**src/rtl/nst_pkg.sv**
```systemverilog
// Types and codes shared by the number string tokenizer files.
package nst_pkg;

  localparam logic [2:0] MODE_IDLE = 3'd0;
  localparam logic [2:0] MODE_INT  = 3'd1;
  localparam logic [2:0] MODE_DOT  = 3'd2;
  localparam logic [2:0] MODE_FRAC = 3'd3;
  localparam logic [2:0] MODE_STR  = 3'd4;
  localparam logic [2:0] MODE_ESC  = 3'd5;

  localparam logic [1:0] EV_CONTENT = 2'd0;
  localparam logic [1:0] EV_DONE    = 2'd1;
  localparam logic [1:0] EV_ERROR   = 2'd2;

  localparam logic [1:0] TOK_END     = 2'd0;
  localparam logic [1:0] TOK_NEWLINE = 2'd1;
  localparam logic [1:0] TOK_STRING  = 2'd2;
  localparam logic [1:0] TOK_NUMBER  = 2'd3;

  localparam logic [1:0] ER_UNTERMINATED = 2'd0;
  localparam logic [1:0] ER_DIGIT        = 2'd1;
  localparam logic [1:0] ER_UNRECOGNIZED = 2'd2;

  localparam logic [7:0] CH_NUL   = 8'h00;
  localparam logic [7:0] CH_TAB   = 8'h09;
  localparam logic [7:0] CH_LF    = 8'h0A;
  localparam logic [7:0] CH_VT    = 8'h0B;
  localparam logic [7:0] CH_FF    = 8'h0C;
  localparam logic [7:0] CH_CR    = 8'h0D;
  localparam logic [7:0] CH_SPACE = 8'h20;
  localparam logic [7:0] CH_DQUOTE = 8'h22;
  localparam logic [7:0] CH_SQUOTE = 8'h27;
  localparam logic [7:0] CH_DOT   = 8'h2E;
  localparam logic [7:0] CH_ZERO  = 8'h30;
  localparam logic [7:0] CH_NINE  = 8'h39;
  localparam logic [7:0] CH_BSLASH = 8'h5C;

  typedef struct packed {
    logic [1:0] event_kind;
    logic [1:0] token_kind;
    logic [7:0] content;
    logic [1:0] error_kind;
    logic       last;
  } nst_res_t;

endpackage

```
**src/rtl/nst_if.sv**
```systemverilog
// Byte input and result output channel interfaces.
interface nst_in_if;
  logic       valid;
  logic       ready;
  logic [7:0] char_byte;
  logic       end_of_text;

  modport source (output valid, output char_byte, output end_of_text, input ready);
  modport sink (input valid, input char_byte, input end_of_text, output ready);
endinterface

interface nst_out_if;
  logic       valid;
  logic       ready;
  logic [1:0] event_kind;
  logic [1:0] token_kind;
  logic [7:0] content;
  logic [1:0] error_kind;
  logic       last;

  modport source (
    output valid, output event_kind, output token_kind, output content,
    output error_kind, output last, input ready
  );
  modport sink (
    input valid, input event_kind, input token_kind, input content,
    input error_kind, input last, output ready
  );
endinterface

```
**src/rtl/number_string_tokenizer_top.sv**
```systemverilog
// Streaming tokenizer for numbers, strings and newlines, one byte per item.
//
//   channel  dir  payload                                         per item
//   in_i     in   char_byte, end_of_text                          one byte
//   out_o    out  event_kind, token_kind, content, error_kind,    0 to 2 results
//                 last
//
// One byte enters per cycle while the result buffer has room; it is lexed from the
// input register and its results land in a two-entry result buffer.
// After a byte with two results, the next byte waits in the input register
// while the buffer drains, so every result leaves through out_o on its own.
// Reset clears the lexer mode, the quote kind, the input valid flag and the result count.
// A stall on out_o backs up into in_ready once the input register is full.
module number_string_tokenizer_top (
  input logic       clk_i,
  input logic       rst_ni,
  nst_in_if.sink    in_i,
  nst_out_if.source out_o
);

  logic             in_vld_q;
  logic [7:0]       byte_q;
  logic             eot_q;
  logic [2:0]       mode_q, mode_d;
  logic             qd_q, qd_d;
  logic [1:0]       cnt_q, cnt_d;
  nst_pkg::nst_res_t slot0_q, slot0_d, slot1_q, slot1_d;

  logic             pop, take, in_fire;
  logic             eot;
  logic [7:0]       c;
  logic [7:0]       quote_ch;
  logic             is_digit;
  logic             idle_has;
  logic [2:0]       idle_mode;
  logic             idle_qd;
  nst_pkg::nst_res_t idle_res;
  nst_pkg::nst_res_t r0, r1;
  logic [1:0]       n;
  logic [7:0]       esc_ch;
  logic             esc_keep;

  function automatic nst_pkg::nst_res_t mk_res(input logic [1:0] ev, input logic [1:0] tk,
                                               input logic [7:0] ch, input logic [1:0] ek);
    nst_pkg::nst_res_t r;
    r.event_kind = ev;
    r.token_kind = tk;
    r.content    = ch;
    r.error_kind = ek;
    r.last       = 1'b0;
    return r;
  endfunction

  assign pop     = (cnt_q != 2'd0) && out_o.ready;
  assign take    = in_vld_q && ((cnt_q == 2'd0) || ((cnt_q == 2'd1) && pop));
  assign in_i.ready = !in_vld_q || take;
  assign in_fire = in_i.valid && in_i.ready;

  assign eot      = eot_q || (byte_q == nst_pkg::CH_NUL);
  assign c        = eot ? nst_pkg::CH_NUL : byte_q;
  assign quote_ch = qd_q ? nst_pkg::CH_DQUOTE : nst_pkg::CH_SQUOTE;
  assign is_digit = c inside {[nst_pkg::CH_ZERO:nst_pkg::CH_NINE]};

  always_comb begin
    idle_mode = nst_pkg::MODE_IDLE;
    idle_qd   = qd_q;
    idle_has  = 1'b1;
    idle_res  = mk_res(nst_pkg::EV_ERROR, nst_pkg::TOK_END, c, nst_pkg::ER_UNRECOGNIZED);
    if (eot) begin
      idle_res = mk_res(nst_pkg::EV_DONE, nst_pkg::TOK_END, 8'd0, 2'd0);
    end else if (c inside {nst_pkg::CH_LF, nst_pkg::CH_CR}) begin
      idle_res = mk_res(nst_pkg::EV_DONE, nst_pkg::TOK_NEWLINE, 8'd0, 2'd0);
    end else if (c inside {nst_pkg::CH_SQUOTE, nst_pkg::CH_DQUOTE}) begin
      idle_qd   = (c == nst_pkg::CH_DQUOTE);
      idle_mode = nst_pkg::MODE_STR;
      idle_has  = 1'b0;
    end else if (c inside {nst_pkg::CH_SPACE, nst_pkg::CH_TAB, nst_pkg::CH_VT,
                           nst_pkg::CH_FF}) begin
      idle_has = 1'b0;
    end else if (is_digit) begin
      idle_mode = nst_pkg::MODE_INT;
      idle_res  = mk_res(nst_pkg::EV_CONTENT, nst_pkg::TOK_NUMBER, c, 2'd0);
    end
  end

  always_comb begin
    esc_keep = 1'b1;
    case (c)
      8'h6E:             esc_ch = nst_pkg::CH_LF;
      8'h72:             esc_ch = nst_pkg::CH_CR;
      8'h61:             esc_ch = 8'h07;
      8'h62:             esc_ch = 8'h08;
      8'h66:             esc_ch = nst_pkg::CH_FF;
      8'h76:             esc_ch = nst_pkg::CH_VT;
      nst_pkg::CH_BSLASH: esc_ch = nst_pkg::CH_BSLASH;
      nst_pkg::CH_DQUOTE: esc_ch = nst_pkg::CH_DQUOTE;
      nst_pkg::CH_SQUOTE: esc_ch = nst_pkg::CH_SQUOTE;
      8'h3F:             esc_ch = 8'h3F;
      nst_pkg::CH_LF,
      nst_pkg::CH_CR:    esc_ch = nst_pkg::CH_LF;
      default: begin
        esc_ch   = 8'd0;
        esc_keep = 1'b0;
      end
    endcase
  end

  always_comb begin
    mode_d = mode_q;
    qd_d   = qd_q;
    n      = 2'd0;
    r0     = idle_res;
    r1     = idle_res;
    case (mode_q)
      nst_pkg::MODE_INT, nst_pkg::MODE_FRAC: begin
        if (is_digit) begin
          r0 = mk_res(nst_pkg::EV_CONTENT, nst_pkg::TOK_NUMBER, c, 2'd0);
          n  = 2'd1;
        end else if (mode_q == nst_pkg::MODE_INT && c == nst_pkg::CH_DOT) begin
          mode_d = nst_pkg::MODE_DOT;
          r0     = mk_res(nst_pkg::EV_CONTENT, nst_pkg::TOK_NUMBER, c, 2'd0);
          n      = 2'd1;
        end else begin
          r0     = mk_res(nst_pkg::EV_DONE, nst_pkg::TOK_NUMBER, 8'd0, 2'd0);
          n      = {idle_has, !idle_has};
          mode_d = idle_mode;
          qd_d   = idle_qd;
        end
      end
      nst_pkg::MODE_DOT: begin
        if (is_digit) begin
          mode_d = nst_pkg::MODE_FRAC;
          r0     = mk_res(nst_pkg::EV_CONTENT, nst_pkg::TOK_NUMBER, c, 2'd0);
          n      = 2'd1;
        end else begin
          r0     = mk_res(nst_pkg::EV_ERROR, nst_pkg::TOK_END, c, nst_pkg::ER_DIGIT);
          n      = {idle_has, !idle_has};
          mode_d = idle_mode;
          qd_d   = idle_qd;
        end
      end
      nst_pkg::MODE_STR: begin
        if (eot || (c inside {nst_pkg::CH_LF, nst_pkg::CH_CR})) begin
          r0     = mk_res(nst_pkg::EV_ERROR, nst_pkg::TOK_END, c, nst_pkg::ER_UNTERMINATED);
          n      = {idle_has, !idle_has};
          mode_d = idle_mode;
          qd_d   = idle_qd;
        end else if (c == quote_ch) begin
          mode_d = nst_pkg::MODE_IDLE;
          r0     = mk_res(nst_pkg::EV_DONE, nst_pkg::TOK_STRING, 8'd0, 2'd0);
          n      = 2'd1;
        end else if (c == nst_pkg::CH_BSLASH) begin
          mode_d = nst_pkg::MODE_ESC;
        end else begin
          r0 = mk_res(nst_pkg::EV_CONTENT, nst_pkg::TOK_STRING, c, 2'd0);
          n  = 2'd1;
        end
      end
      nst_pkg::MODE_ESC: begin
        if (eot) begin
          r0     = mk_res(nst_pkg::EV_ERROR, nst_pkg::TOK_END, 8'd0,
                          nst_pkg::ER_UNTERMINATED);
          n      = {idle_has, !idle_has};
          mode_d = idle_mode;
          qd_d   = idle_qd;
        end else begin
          mode_d = nst_pkg::MODE_STR;
          r0     = mk_res(nst_pkg::EV_CONTENT, nst_pkg::TOK_STRING, esc_ch, 2'd0);
          n      = {1'b0, esc_keep};
        end
      end
      default: begin
        r0     = idle_res;
        n      = {1'b0, idle_has};
        mode_d = idle_mode;
        qd_d   = idle_qd;
      end
    endcase
    r0.last = (n == 2'd1);
    r1.last = 1'b1;
  end

  always_comb begin
    cnt_d   = cnt_q;
    slot0_d = slot0_q;
    slot1_d = slot1_q;
    if (take) begin
      cnt_d   = n;
      slot0_d = r0;
      slot1_d = r1;
    end else if (pop) begin
      cnt_d   = cnt_q - 2'd1;
      slot0_d = slot1_q;
    end
  end

  always_ff @(posedge clk_i or negedge rst_ni) begin
    if (!rst_ni) begin
      in_vld_q <= 1'b0;
      mode_q   <= nst_pkg::MODE_IDLE;
      qd_q     <= 1'b0;
      cnt_q    <= 2'd0;
    end else begin
      if (in_fire) begin
        in_vld_q <= 1'b1;
      end else if (take) begin
        in_vld_q <= 1'b0;
      end
      if (take) begin
        mode_q <= mode_d;
        qd_q   <= qd_d;
      end
      cnt_q <= cnt_d;
    end
  end

  always_ff @(posedge clk_i) begin
    if (in_fire) begin
      byte_q <= in_i.char_byte;
      eot_q  <= in_i.end_of_text;
    end
    slot0_q <= slot0_d;
    slot1_q <= slot1_d;
  end

  assign out_o.valid      = (cnt_q != 2'd0);
  assign out_o.event_kind = slot0_q.event_kind;
  assign out_o.token_kind = slot0_q.token_kind;
  assign out_o.content    = slot0_q.content;
  assign out_o.error_kind = slot0_q.error_kind;
  assign out_o.last       = slot0_q.last;

endmodule

```
**src/flat_wrapper.sv**
```systemverilog
// flat-port wrapper written by rule: the top's interface ports become plain ports
module number_string_tokenizer_top_flat 
  (clk_i, rst_ni, in_i_valid, in_i_char_byte, in_i_end_of_text, in_i_ready, out_o_valid, out_o_event_kind, out_o_token_kind, out_o_content, out_o_error_kind, out_o_last, out_o_ready);
  nst_in_if in_i_i ();
  nst_out_if out_o_i ();
  input logic clk_i;
  input logic rst_ni;
  input wire logic [$bits(in_i_i.valid)-1:0] in_i_valid;
  input wire logic [$bits(in_i_i.char_byte)-1:0] in_i_char_byte;
  input wire logic [$bits(in_i_i.end_of_text)-1:0] in_i_end_of_text;
  output wire logic [$bits(in_i_i.ready)-1:0] in_i_ready;
  output wire logic [$bits(out_o_i.valid)-1:0] out_o_valid;
  output wire logic [$bits(out_o_i.event_kind)-1:0] out_o_event_kind;
  output wire logic [$bits(out_o_i.token_kind)-1:0] out_o_token_kind;
  output wire logic [$bits(out_o_i.content)-1:0] out_o_content;
  output wire logic [$bits(out_o_i.error_kind)-1:0] out_o_error_kind;
  output wire logic [$bits(out_o_i.last)-1:0] out_o_last;
  input wire logic [$bits(out_o_i.ready)-1:0] out_o_ready;
  assign in_i_i.valid = in_i_valid;
  assign in_i_i.char_byte = in_i_char_byte;
  assign in_i_i.end_of_text = in_i_end_of_text;
  assign in_i_ready = in_i_i.ready;
  assign out_o_valid = out_o_i.valid;
  assign out_o_event_kind = out_o_i.event_kind;
  assign out_o_token_kind = out_o_i.token_kind;
  assign out_o_content = out_o_i.content;
  assign out_o_error_kind = out_o_i.error_kind;
  assign out_o_last = out_o_i.last;
  assign out_o_i.ready = out_o_ready;
  number_string_tokenizer_top u_core (.clk_i(clk_i), .rst_ni(rst_ni), .in_i(in_i_i), .out_o(out_o_i));
endmodule
```
**config.mk**
```make
export PLATFORM = sky130hd
export DESIGN_NAME = number_string_tokenizer_top_flat
export DESIGN_NICKNAME = d
export VERILOG_FILES = /design/src/rtl/nst_pkg.sv /design/src/rtl/nst_if.sv /design/src/rtl/number_string_tokenizer_top.sv /design/src/flat_wrapper.sv
export SDC_FILE = /design/constraint.sdc
export NUM_CORES = 1
export LEC_CHECK = 0
export ABC_AREA = 1
export BUFFER_PORTS_ARGS = -buffer_cell sky130_fd_sc_hd__buf_2
export CORE_UTILIZATION = 40
export DETAILED_ROUTE_END_ITERATION = 6
export PLACE_DENSITY = 0.6
export SLEW_MARGIN = 5
export SYNTH_ARGS = -nofsm -noshare
export SYNTH_HDL_FRONTEND = slang
export SYNTH_SLANG_ARGS = --single-unit
```
**constraint.sdc**
```tcl
create_clock -name clk_i -period 5.7 [get_ports clk_i]
set_clock_uncertainty 0.1 [all_clocks]
set_input_delay 1.14 -clock clk_i [delete_from_list [all_inputs] [get_ports clk_i]]
set_output_delay 1.14 -clock clk_i [all_outputs]
set_load 0.05 [all_outputs]
```
==> results.md, run 1 <==
* CP Capture Type: primary output
* Reg2Reg Depth at 12
* Kind of critical path: input pin to primary output
* CP max stage cell: buf_2
* Top cell by count, worst path: buf_2
* I/O pins at 30
* Rel. slew slack at 0.5739
* Syn_area_per_cell at just under 8 um^2
* Post-synth cell types at 31
* Share of post-route cells with drive strength above 1 at 0.1680
* Cell depth of the worst hold path at 2
* Core ar. at approximately 6100 um^2
* Hold Crit Start: u_core.in_vld_q
* Via-per-instance ratio at about 5.0
* Vias in the first global route at around 1,900
* Setup tns final at 0 ns
* Synth warnings at 0
* Crit path DAT at 1.79 ns
* CTS resizes at 0
* CTS tree: yes
* Ys flop type: edfxtp_1
* Largest net degree at the start of global routing at 34
* Post-DP HPWL at about 4.3 mm
* Outcome: finished clean
* Initial Utilization at 0.4267
* Worst Max-Slew Pin Slew at ~0.64 ns
* Gpl congestion at roughly 0.87
* First-pass GRT wire length at 9.073 mm
* CTS clk-pin slew, worst paths at 0.08 ns
* Clock buffer depth at 2
* # port buffers at 29
* Pwr dens at around 560 nW/um^2
* RSZ-0062 raised after global routing: no
* Area grow syn2layout at 13.59%
* # nets final at 377
* Pins Over Slew Limit at 0
* Die area at 6791 um^2
* Max Cap Violations at 0
* Cells after Synth at between 300 and 400
* CP delay by family, top: buffers and inverters
* DRC Markers at 0
* Register area share after synthesis at 0.4857
* FF-to-FF setup slack at approximately 3.4 ns
* Leak at between 1 and 1.5 nW
* Total track usage at 0.1784
* Worst path max stage delay at ~0.23 ns
* Number of hold buffers added after cts at 0
* WL/cell at approximately 13 um
* WP buf/inv at 2
* R2r endpoint: u_core.out_o.content[4]
* Die W at roughly 82 um
* CP max FO at 3
* Tcrit/Tclk final at 0.5319
* H-tree Lvls at 2
* Setup repair bufs after CTS at 0
* Via count at approximately 2,200
* Placement row count at 28
* Clk Latency, worst-skew pair at 0.29 ns
* Number of buffers created by CTS at 5
* Final setup violation count at 0
* Clk sinks at 43
* Die Ht at around 80 um
* End-of-flow core utilization at 0.4847
* Synth Cell Area at around 2600 um^2
* Crit start category: input pin
* Reg2Reg Launch Point: u_core.byte_q[2]
* CTS root buf: clkbuf_8
* DR iter-0 viols at 146
* Final wirelength at around 5.6 mm
* Mapped Nets at 345
* ANT cells at 0
* Req. time, crit path at 4.46 ns
* Remaining global-route overflow at 0
* CP cell instances: buf_2, a21oi_1, nand2_1, buf_2
* Max Freq at ~330 MHz
* Initial antenna violation count at 0
* Worst hold path type: flop to flop
* Final hold vios at 0
* FFs w/ async S/R, synth at 0.1628
* Hold EP: u_core.in_vld_q
* Post-route antenna net violation count at 0
* Min Tclk post-route at 3.032 ns
* Yosys reg bits at between 40 and 50
* Peak supply drop at ~0.27 mV
* Post-synth EDFFs at 36
* First-pass DRT Iterations at 4
state kept, by name, summed over array words and instances, names as in the netlist, 2 cells and up:
name                     cells
u_core.mode_q                3
u_core.out_o.token_kind      2
u_core.byte_q                8
u_core.cnt_q                 2
u_core.out_o.error_kind      2
u_core.slot1_q              12
u_core.out_o.event_kind      2
u_core.out_o.content         8
final cells by class:
class,instances,area [um^2]
fill,608,3123
clock inverter,3,67.56
multi-input combinational,239,1131
inverter,42,160.2
clock buffer,5,68.82
sequential,43,1256
tap,75,93.84
timing repair buffer,31,160.2
worst max-delay path by stage:
stage	start	end	slack (ns)	cells past startpoint
global route	out_o_ready	in_i_ready	2.61	4
CTS	out_o_ready	in_i_ready	2.66	4
global placement	out_o_ready	in_i_ready	2.66	4
detailed placement	out_o_ready	in_i_ready	2.65	4
finish	out_o_ready	in_i_ready	2.67	4
floorplan	out_o_ready	in_i_ready	2.83	2
cell usage in the layout, fill, tap and decap left out, types with 2 or more instances in the layout:
cell and n:
o21a_1 2, nand2_2 4, ha_1 2, o211ai_1 2, edfxtp_1 36, buf_4 2
nor2_1 47, nand4_1 5, o21ai_0 13, clkbuf_8 5, nand2_1 95, bufinv_16 2
nand3_1 31, o21ai_1 7, nor2_4 2, a21oi_1 14, buf_2 29, nand2_4 2
nor3_1 2, dfrtp_1 7, inv_2 5, nor2_2 3, inv_1 36
metrics by stage:
step                worst slack [ns]  instance area (um^2)  instances  power [mW]  hold WS [ns]
floorplan                      2.833                  2586        330       1.206        0.3530
finish                         2.668                  2938        438       1.658        0.4162
global placement               2.662                  2801        430       1.370        0.3753
detailed placement             2.654                  2801        430       1.387        0.4031
global route                   2.613                  2938        438       1.785        0.4438
CTS                            2.656                  2938        438       1.675        0.4244
metal layers:
metal	GRT usage	routed length (um)
met5	0	0
met1	0.2471	2739
met4	0.05263	57
met3	0.02967	236
met2	0.2843	2556
cells by family after synthesis:
family	synth area share
compound gates	0.08998
fa+ha+maj	0.009674
buf+inv	0.07789
flops	0.4857
simple gates	0.3367
Yosys cell counts, types with 2 or more instances:
library cell	instances	share of area
a21oi_1	14	0.027
buf_6	2	0.0087
clkbuf_1	3	0.0044
dfrtp_1	7	0.068
edfxtp_1	36	0.42
ha_1	2	0.0097
inv_1	36	0.052
inv_2	5	0.0073
nand2_1	95	0.14
nand2_2	4	0.0097
nand2_4	2	0.0087
nand3_1	31	0.060
nand4_1	5	0.012
nor2_1	48	0.070
nor2_2	2	0.0048
nor2_4	2	0.0087
nor3_1	2	0.0039
o211ai_1	2	0.0058
o21a_1	2	0.0058
o21ai_0	13	0.025
o21ai_1	7	0.014
power breakdown:
group	switching (mW)	total [mW]	internal [mW]
registers	0.0477	0.566	0.518
clock network	0.109	0.284	0.175
logic	0.613	0.808	0.195
tightest hold or removal path, stage by stage (launching register included):
cell and delay (ns):
dfrtp_1 0.35, nand2_1 0.08, nand2_1 0.07
(Power assumes the default switching activity.)
==> inputs of run 2 (changes only) <==
- clock period: 5.7 -> 3.1 ns (I/O delays scaled with it)
==> run 2 against run 1 <==
Sequential cell count did not move. Design area fell by 0.98%. Power rose by 79%. Clock power rose by 52%. Worst setup slack got worse by 1.8 ns. Die area did not move. Sequential share of layout area rose by 0.42 points. Routed wire length rose by 3.3%. Critical path depth rose by 8. Global-route usage rose by 0.95 points. Combinational power rose by 86%. Critical path type is now flop to flop. Largest cell class unchanged. Largest power group unchanged.
==> results.md, run 2 (synthesis gave the netlist of run 1 again) <==
* Initial Utilization at 0.4267 (unchanged)
* Rel. slew slack at 0.5679 (was 0.5739)
* Setup repair bufs after CTS at 0 (unchanged)
* CP Capture Type: flop (was primary output)
* # port buffers at 29 (unchanged)
* Worst Max-Slew Pin Slew at 0.6457 ns (was 0.6367 ns)
* Req. time, crit path at 3.04 ns (was 4.46 ns)
* Number of hold buffers added after cts at 0 (unchanged)
* Worst hold path type: input pin to async pin (was flop to flop)
* Via count at 2,210 (was 2,186)
* Final setup violation count at 0 (unchanged)
* Largest register by flop count: u_core.slot1_q (unchanged)
* WP buf/inv at 2 (unchanged)
* Leak at 1.374 nW (was 1.383 nW)
* CP max FO at 8 (was 3)
* Die Ht at 82.41 um (unchanged)
* Worst path max stage delay at 0.50 ns (was 0.23 ns)
* WL/cell at 13.18 um (was 12.76 um)
* Peak supply drop at 0.5044 mV (was 0.2688 mV)
* Commonest non-fill, non-tap cell in the layout: nand2_1 (unchanged)
* RSZ-0062 raised after global routing: no (unchanged)
* Remaining global-route overflow at 0 (unchanged)
* Grt met1 use at 0.2548 (was 0.2471)
* DR iter-0 viols at 140 (was 146)
* Setup tns final at 0 ns (unchanged)
* Initial antenna violation count at 0 (unchanged)
* Commonest cells after routing, fill and taps aside: 95 x nand2_1, 47 x nor2_1, 36 x inv_1, 36 x edfxtp_1, 31 x nand3_1 (unchanged)
* CTS root buf: clkbuf_8 (unchanged)
* # nets final at 377 (unchanged)
* CP max stage cell: edfxtp_1 (was buf_2)
* First-pass DRT Iterations at 4 (unchanged)
* Placed Cells at 430 (unchanged)
* Crit path DAT at 2.20 ns (was 1.79 ns)
* CTS resizes at 0 (unchanged)
* Largest net degree at the start of global routing at 29 (was 34)
* Post-route antenna net violation count at 0 (unchanged)
* First-pass GRT wire length at 9.384 mm (was 9.073 mm)
* H-tree Lvls at 2 (unchanged)
* Die area at 6791 um^2 (unchanged)
* Tcrit/Tclk final at 0.7284
* Outcome: finished clean (unchanged)
* Pwr dens at 1020 nW/um^2 (was 564.5 nW/um^2)
* Die W at 82.41 um (unchanged)
* Core ar. at 6061 um^2 (unchanged)
* Clk sinks at 43 (unchanged)
* Max reg flops at 12 (unchanged)
* Max Cap Violations at 0 (unchanged)
* DRC Markers at 0 (unchanged)
* Kind of critical path: flop to flop (was input pin to primary output)
* Clock buffer depth at 2 (unchanged)
* Pins Over Slew Limit at 0 (unchanged)
* CTS tree: yes (unchanged)
* Vias in the first global route at 2,005 (was 1,904)
* Share of post-route cells with drive strength above 1 at 0.1653 (was 0.1680)
* CP delay by family, top: simple AND/OR/NAND/NOR gates (was buffers and inverters)
* ANT cells at 0 (unchanged)
* Gpl congestion at 0.9728 (was 0.8656)
* Max Freq at around 440 MHz
* Final wirelength at 5.771 mm (was 5.589 mm)
* Via-per-instance ratio at 5.046 (was 4.991)
* Reg2Reg Depth at 12 (unchanged)
* Min Tclk post-route at 2.258 ns
* Clk Latency, worst-skew pair at 0.30 ns (was 0.29 ns)
* Fillers at 626 (was 608)
* Area grow syn2layout at 12.48% (was 13.59%)
* Min Hold Slack at 0.03470 ns (was 0.4162 ns)
* CP cell instances: inv_1, nand3_1, nor2_1, nand2_1, nand2_1, nor2_4, inv_4, nor2_4, nand3_1, nand2_1, a21oi_1, o21ai_1 (was buf_2, a21oi_1, nand2_1, buf_2)
* Total track usage at 0.1879 (was 0.1784)
* Placement row count at 28 (unchanged)
* I/O pins at 30 (unchanged)
* Top cell by count, worst path: nand2_1 (was buf_2)
* M2 GR Usage at 0.2909 (was 0.2843)
* CTS clk-pin slew, worst paths at 0.08 ns (about the same)
* Gr busiest metal: met2 (unchanged)
* Post-DP HPWL at 4.419 mm (was 4.278 mm)
* Global-route met3 utilization at 0.04066 (was 0.02967)
* Crit start category: flop (was input pin)
* Layout Cells excl Fill at 438 (unchanged)
* CP Depth at 12 (was 4)
* Number of buffers created by CTS at 5 (unchanged)
* Final hold vios at 0 (unchanged)
run 2: changes by cell type in the layout (fill, tap and decap cells not counted), sizes merged:
cell | before | now
clkinv | 0 | 2
clkinvlp | 1 | 0
bufinv | 2 | 1
run 2: final cells by class:
| cell class | instances | area, um^2 | area share |
|---|---|---|---|
| well taps | 75 | 93.84 | 0.03226 |
| multi-input cells | 239 | 1131 | 0.3888 |
| flip-flops and latches | 43 | 1256 | 0.4318 |
| clock buffers | 5 | 68.82 | 0.02366 |
| inverters | 42 | 160.2 | 0.05505 |
| clock inverters | 3 | 38.79 | 0.01333 |
| repair buffers | 31 | 160.2 | 0.05505 |
run 2: power breakdown:
part	leakage (nW)	internal, mW	switching [mW]
Clock	0.0556	0.236	0.195
Sequential	0.441	0.953	0.0845
Combinational	0.878	0.357	1.14
Total	1.37	1.55	1.42
run 2: final timing paths:
kind / startpoint / endpoint / slack (ns)
setup / recovery: u_core.byte_q[0] / u_core.out_o.event_kind[0] / 0.84
hold / removal: rst_ni / u_core.cnt_q[1] / 0.03
setup reg to reg: u_core.byte_q[0] / u_core.out_o.event_kind[0] / 0.84
hold reg to reg: u_core.cnt_q[1] / u_core.cnt_q[1] / 0.39
max in group asynchronous: rst_ni / u_core.qd_q / 2.71
min in group clk_i: u_core.cnt_q[1] / u_core.cnt_q[1] / 0.39
run 2: per-stage QoR:
stage	total power [mW]	instance area, um^2	worst slack [ns]	util
3_3_place_gp	2.540	2801	0.9088	0.4622
5_1_grt	3.185	2909	0.6396	0.4800
2_1_floorplan	2.217	2586	1.161	-
4_1_cts	2.990	2909	0.8554	0.4800
3_5_place_dp	2.556	2801	0.8890	0.4622
6_report	2.966	2909	0.8419	0.4800
run 2: routing by layer:
metal  vias to the layer above  wire length, um
met5                         -                0
met4                         0               91
met3                        10              226
met2                        57             2618
met1                       996             2835
li1                       1147                -
run 2: worst reg2reg max path, stage by stage (launching register included):
cell and delay, ns:
edfxtp_1 0.50, inv_1 0.17, nand3_1 0.18, nor2_1 0.15, nand2_1 0.10, nand2_1 0.14, nor2_4 0.06, inv_4 0.11
nor2_4 0.06, nand3_1 0.11, nand2_1 0.07, a21oi_1 0.16, o21ai_1 0.09
==> inputs of run 3 (changes only) <==
- PLACE_DENSITY: 0.6 -> 0.62
- clock period: 3.1 -> 2 ns (I/O delays scaled with it)
==> run 3 against run 2 <==
The run now ends with setup timing left. Maximum frequency rose by 6.8%. Critical path depth unchanged. Power rose by 72%. Clock power is 29% higher. Global-route usage up 1.7 points. Worst hold slack better by 0.13 ns. Final cell count up 13%. Via count is 12% higher. Critical endpoint is now u_core.out_o.content[4]. Largest power group unchanged. Highest routed layer unchanged.
==> results.md, run 3 (synthesis gave the netlist of run 1 again) <==
* Min Tclk post-route at 2.115 ns (was 2.258 ns)
* Final wirelength at 6.730 mm (was 5.771 mm)
* Pins Over Slew Limit at 0 (unchanged)
* H-tree Lvls at 2 (unchanged)
* Gpl congestion at 0.8704 (was 0.9728)
* Via count at 2,485 (was 2,210)
* Pwr dens at 1409 nW/um^2 (was 1020 nW/um^2)
* Clock Power Share at 0.109 (was 0.145)
* Req. time, crit path at 1.97 ns (was 3.04 ns)
* R2r endpoint: u_core.out_o.content[4] (was u_core.out_o.event_kind[0])
* Die area at 6791 um^2 (unchanged)
* Vias in the first global route at 2,231 (was 2,005)
* Crit start category: flop (unchanged)
* Switching share of power at 0.4777 (was 0.4785)
* Tcrit/Tclk final at 1.057 (was 0.7284)
* Initial antenna violation count at 0 (unchanged)
* Via-per-instance ratio at 5.000 (was 5.046)
* DR iter-0 viols at 88 (was 140)
* Worst Max-Slew Pin Slew at 0.3524 ns (was 0.6457 ns)
* Die W at 82.41 um (unchanged)
* Core ar. at 6061 um^2 (unchanged)
* Final worst setup slack at -0.1148 ns (was 0.8419 ns)
* Area grow syn2layout at 39.86% (was 12.48%)
* Sw Pwr at 2.435 mW (was 1.419 mW)
* CP max FO at 7 (was 8)
* Fillers at 544 (was 626)
* I/O pins at 30 (unchanged)
* Post-layout total power at 5.097 mW (was 2.966 mW)
* Total track usage at 0.2044 (was 0.1879)
* Commonest cells after routing, fill and taps aside: 77 x nand2_1, 54 x buf_4, 37 x nor2_1 (was 95 x nand2_1, 47 x nor2_1, 36 x inv_1, 36 x edfxtp_1, 31 x nand3_1)
* CP Capture Type: flop (unchanged)
* First-pass DRT Iterations at 4 (unchanged)
* Max reg flops at 12 (unchanged)
* Fin area at 3617 um^2 (was 2909 um^2)
* RSZ-0062 raised after global routing: yes (was no)
* Largest net degree at the start of global routing at 29 (unchanged)
* WL/cell at 13.54 um (was 13.18 um)
* Sequential share of power at 0.317 (was 0.350)
* Post-route antenna net violation count at 0 (unchanged)
* First-pass GRT wire length at 10.30 mm (was 9.384 mm)
* Logic pwr share at 0.574 (was 0.505)
* # nets final at 436 (was 377)
* Placement row count at 28 (unchanged)
* Clock buffer depth at 2 (unchanged)
* # port buffers at 29 (unchanged)
* Max Cap Violations at 0 (unchanged)
* Share of post-route cells with drive strength above 1 at 0.4147 (was 0.1653)
* Min Hold Slack at 0.1668 ns (was 0.03470 ns)
* Post-DP HPWL at 4.727 mm (was 4.419 mm)
* Final hold vios at 0 (unchanged)
* Rel. slew slack at 0.7633 (was 0.5679)
* Cell depth of the worst hold path at 1
* Hold EP: u_core.byte_q[2]
* Crit path DAT at 2.08 ns (was 2.20 ns)
* Peak supply drop at 0.9374 mV (was 0.5044 mV)
* Dpl ws at -0.1145 ns (was 0.8890 ns)
* Worst hold path type: input pin to flop (was input pin to async pin)
* Initial Utilization at 0.4267 (unchanged)
* DRC Markers at 0 (unchanged)
* Failing checks: setup timing
* Max Freq at 472.9 MHz (was 442.9 MHz)
* Leak at 1.712 nW (was 1.374 nW)
* Kind of critical path: flop to flop (unchanged)
* Final setup violation count at 17 (was 0)
* Internal power at 2.662 mW (was 1.547 mW)
* Reg2Reg Depth at 12 (unchanged)
* Clk Latency, worst-skew pair at 0.30 ns (about the same)
* Outcome: finished, violations left (was finished clean)
* Reg2Reg Launch Point: u_core.byte_q[3] (was u_core.byte_q[0])
* Largest register by flop count: u_core.slot1_q (unchanged)
* CTS clk-pin slew, worst paths at 0.08 ns (about the same)
* Remaining global-route overflow at 0 (unchanged)
* Setup tns final at -1.186 ns (was 0 ns)
* ANT cells at 0 (unchanged)
* CTS root buf: clkbuf_8 (unchanged)
* CTS tree: yes (unchanged)
* Die Ht at 82.41 um (unchanged)
* Clk sinks at 43 (unchanged)
* FF-to-FF setup slack at -0.11 ns (was 0.84 ns)
* Commonest non-fill, non-tap cell in the layout: nand2_1 (unchanged)
* Hold Crit Start: in_i_char_byte[2]
* Number of buffers created by CTS at 5 (unchanged)
* Area after DPL at 3132 um^2 (was 2801 um^2)
## run 3: cell types whose count changed in the layout (fill, tap and decap cells not counted), moves of 4 or more
cell | previous run | this run
o21ai_0 | 13 | 7
nand2_2 | 4 | 22
nand2_1 | 95 | 77
nand3_1 | 31 | 14
a21oi_1 | 14 | 10
inv_1 | 36 | 32
buf_4 | 2 | 54
nand3_2 | 0 | 16
nor2_2 | 3 | 10
nor2_1 | 47 | 37
## run 3: stage by stage
stage                     utilization  instances
after CTS                      0.5537        486
final                          0.5968        497
after global placement         0.5167        469
after detailed placement       0.5167        469
after global routing           0.5968        497
after floorplan                     -        330
## run 3: how the worst max path moves through the flow
| stage | endpoint | start | depth (start not counted) |
|---|---|---|---|
| floorplan | u_core.out_o.content[2] | u_core.eot_q | 13 |
| global placement | u_core.out_o.content[0] | u_core.eot_q | 12 |
| detailed placement | u_core.out_o.content[0] | u_core.eot_q | 12 |
| CTS | u_core.out_o.event_kind[1] | u_core.byte_q[0] | 12 |
| global route | u_core.out_o.last | u_core.eot_q | 9 |
| finish | u_core.out_o.content[4] | u_core.byte_q[3] | 12 |
## run 3: timing repair
action,in CTS,in global routing
pin swaps,5,17
cloned,1,0
hold buffers,1,0
setup buffers,7,12
endpoints found under the hold margin,7,0
setup endpoints to repair,15,21
resized for setup,18,59
## run 3: power by group through the flow
stage,registers (mW),logic (mW),clock network [mW]
6_report,1.61,2.93,0.556
5_1_grt,1.66,3.19,0.603
4_1_cts,1.61,2.67,0.567
3_5_place_dp,1.62,2.59,0
3_3_place_gp,1.61,2.55,0
2_1_floorplan,2.18,1.25,0
## run 3: layer usage
layer,vias up,share of wire,global-route usage
li1,1272,-,-
met1,1131,0.46,0.2630
met2,60,0.48,0.3355
met3,22,0.040,0.03846
met4,0,0.027,0.08421
met5,-,0,0
## run 3: cell type report
cell class,count,area [um^2],share of cell area
Multi-Input combinational cell,239,1360,0.3760
Sequential cell,43,1256,0.3473
Timing Repair Buffer,89,649.4,0.1795
Inverter,42,165.2,0.04566
Tap cell,75,93.84,0.02594
Clock buffer,6,72.57,0.02006
Clock inverter,2,12.51,0.003459
Timing Repair inverter,1,7.507,0.002075
## run 3: critical path, cell delays in order (launching register included)
cell and delay, ns:
edfxtp_1 0.50, buf_6 0.14, nand3_2 0.12, o21ai_1 0.19
nand2_1 0.09, nand2_2 0.11, nand2_2 0.09, a21oi_4 0.16
nand2_4 0.12, nand2_2 0.08, nand3_2 0.06, nand2_2 0.07
nand2_1 0.05
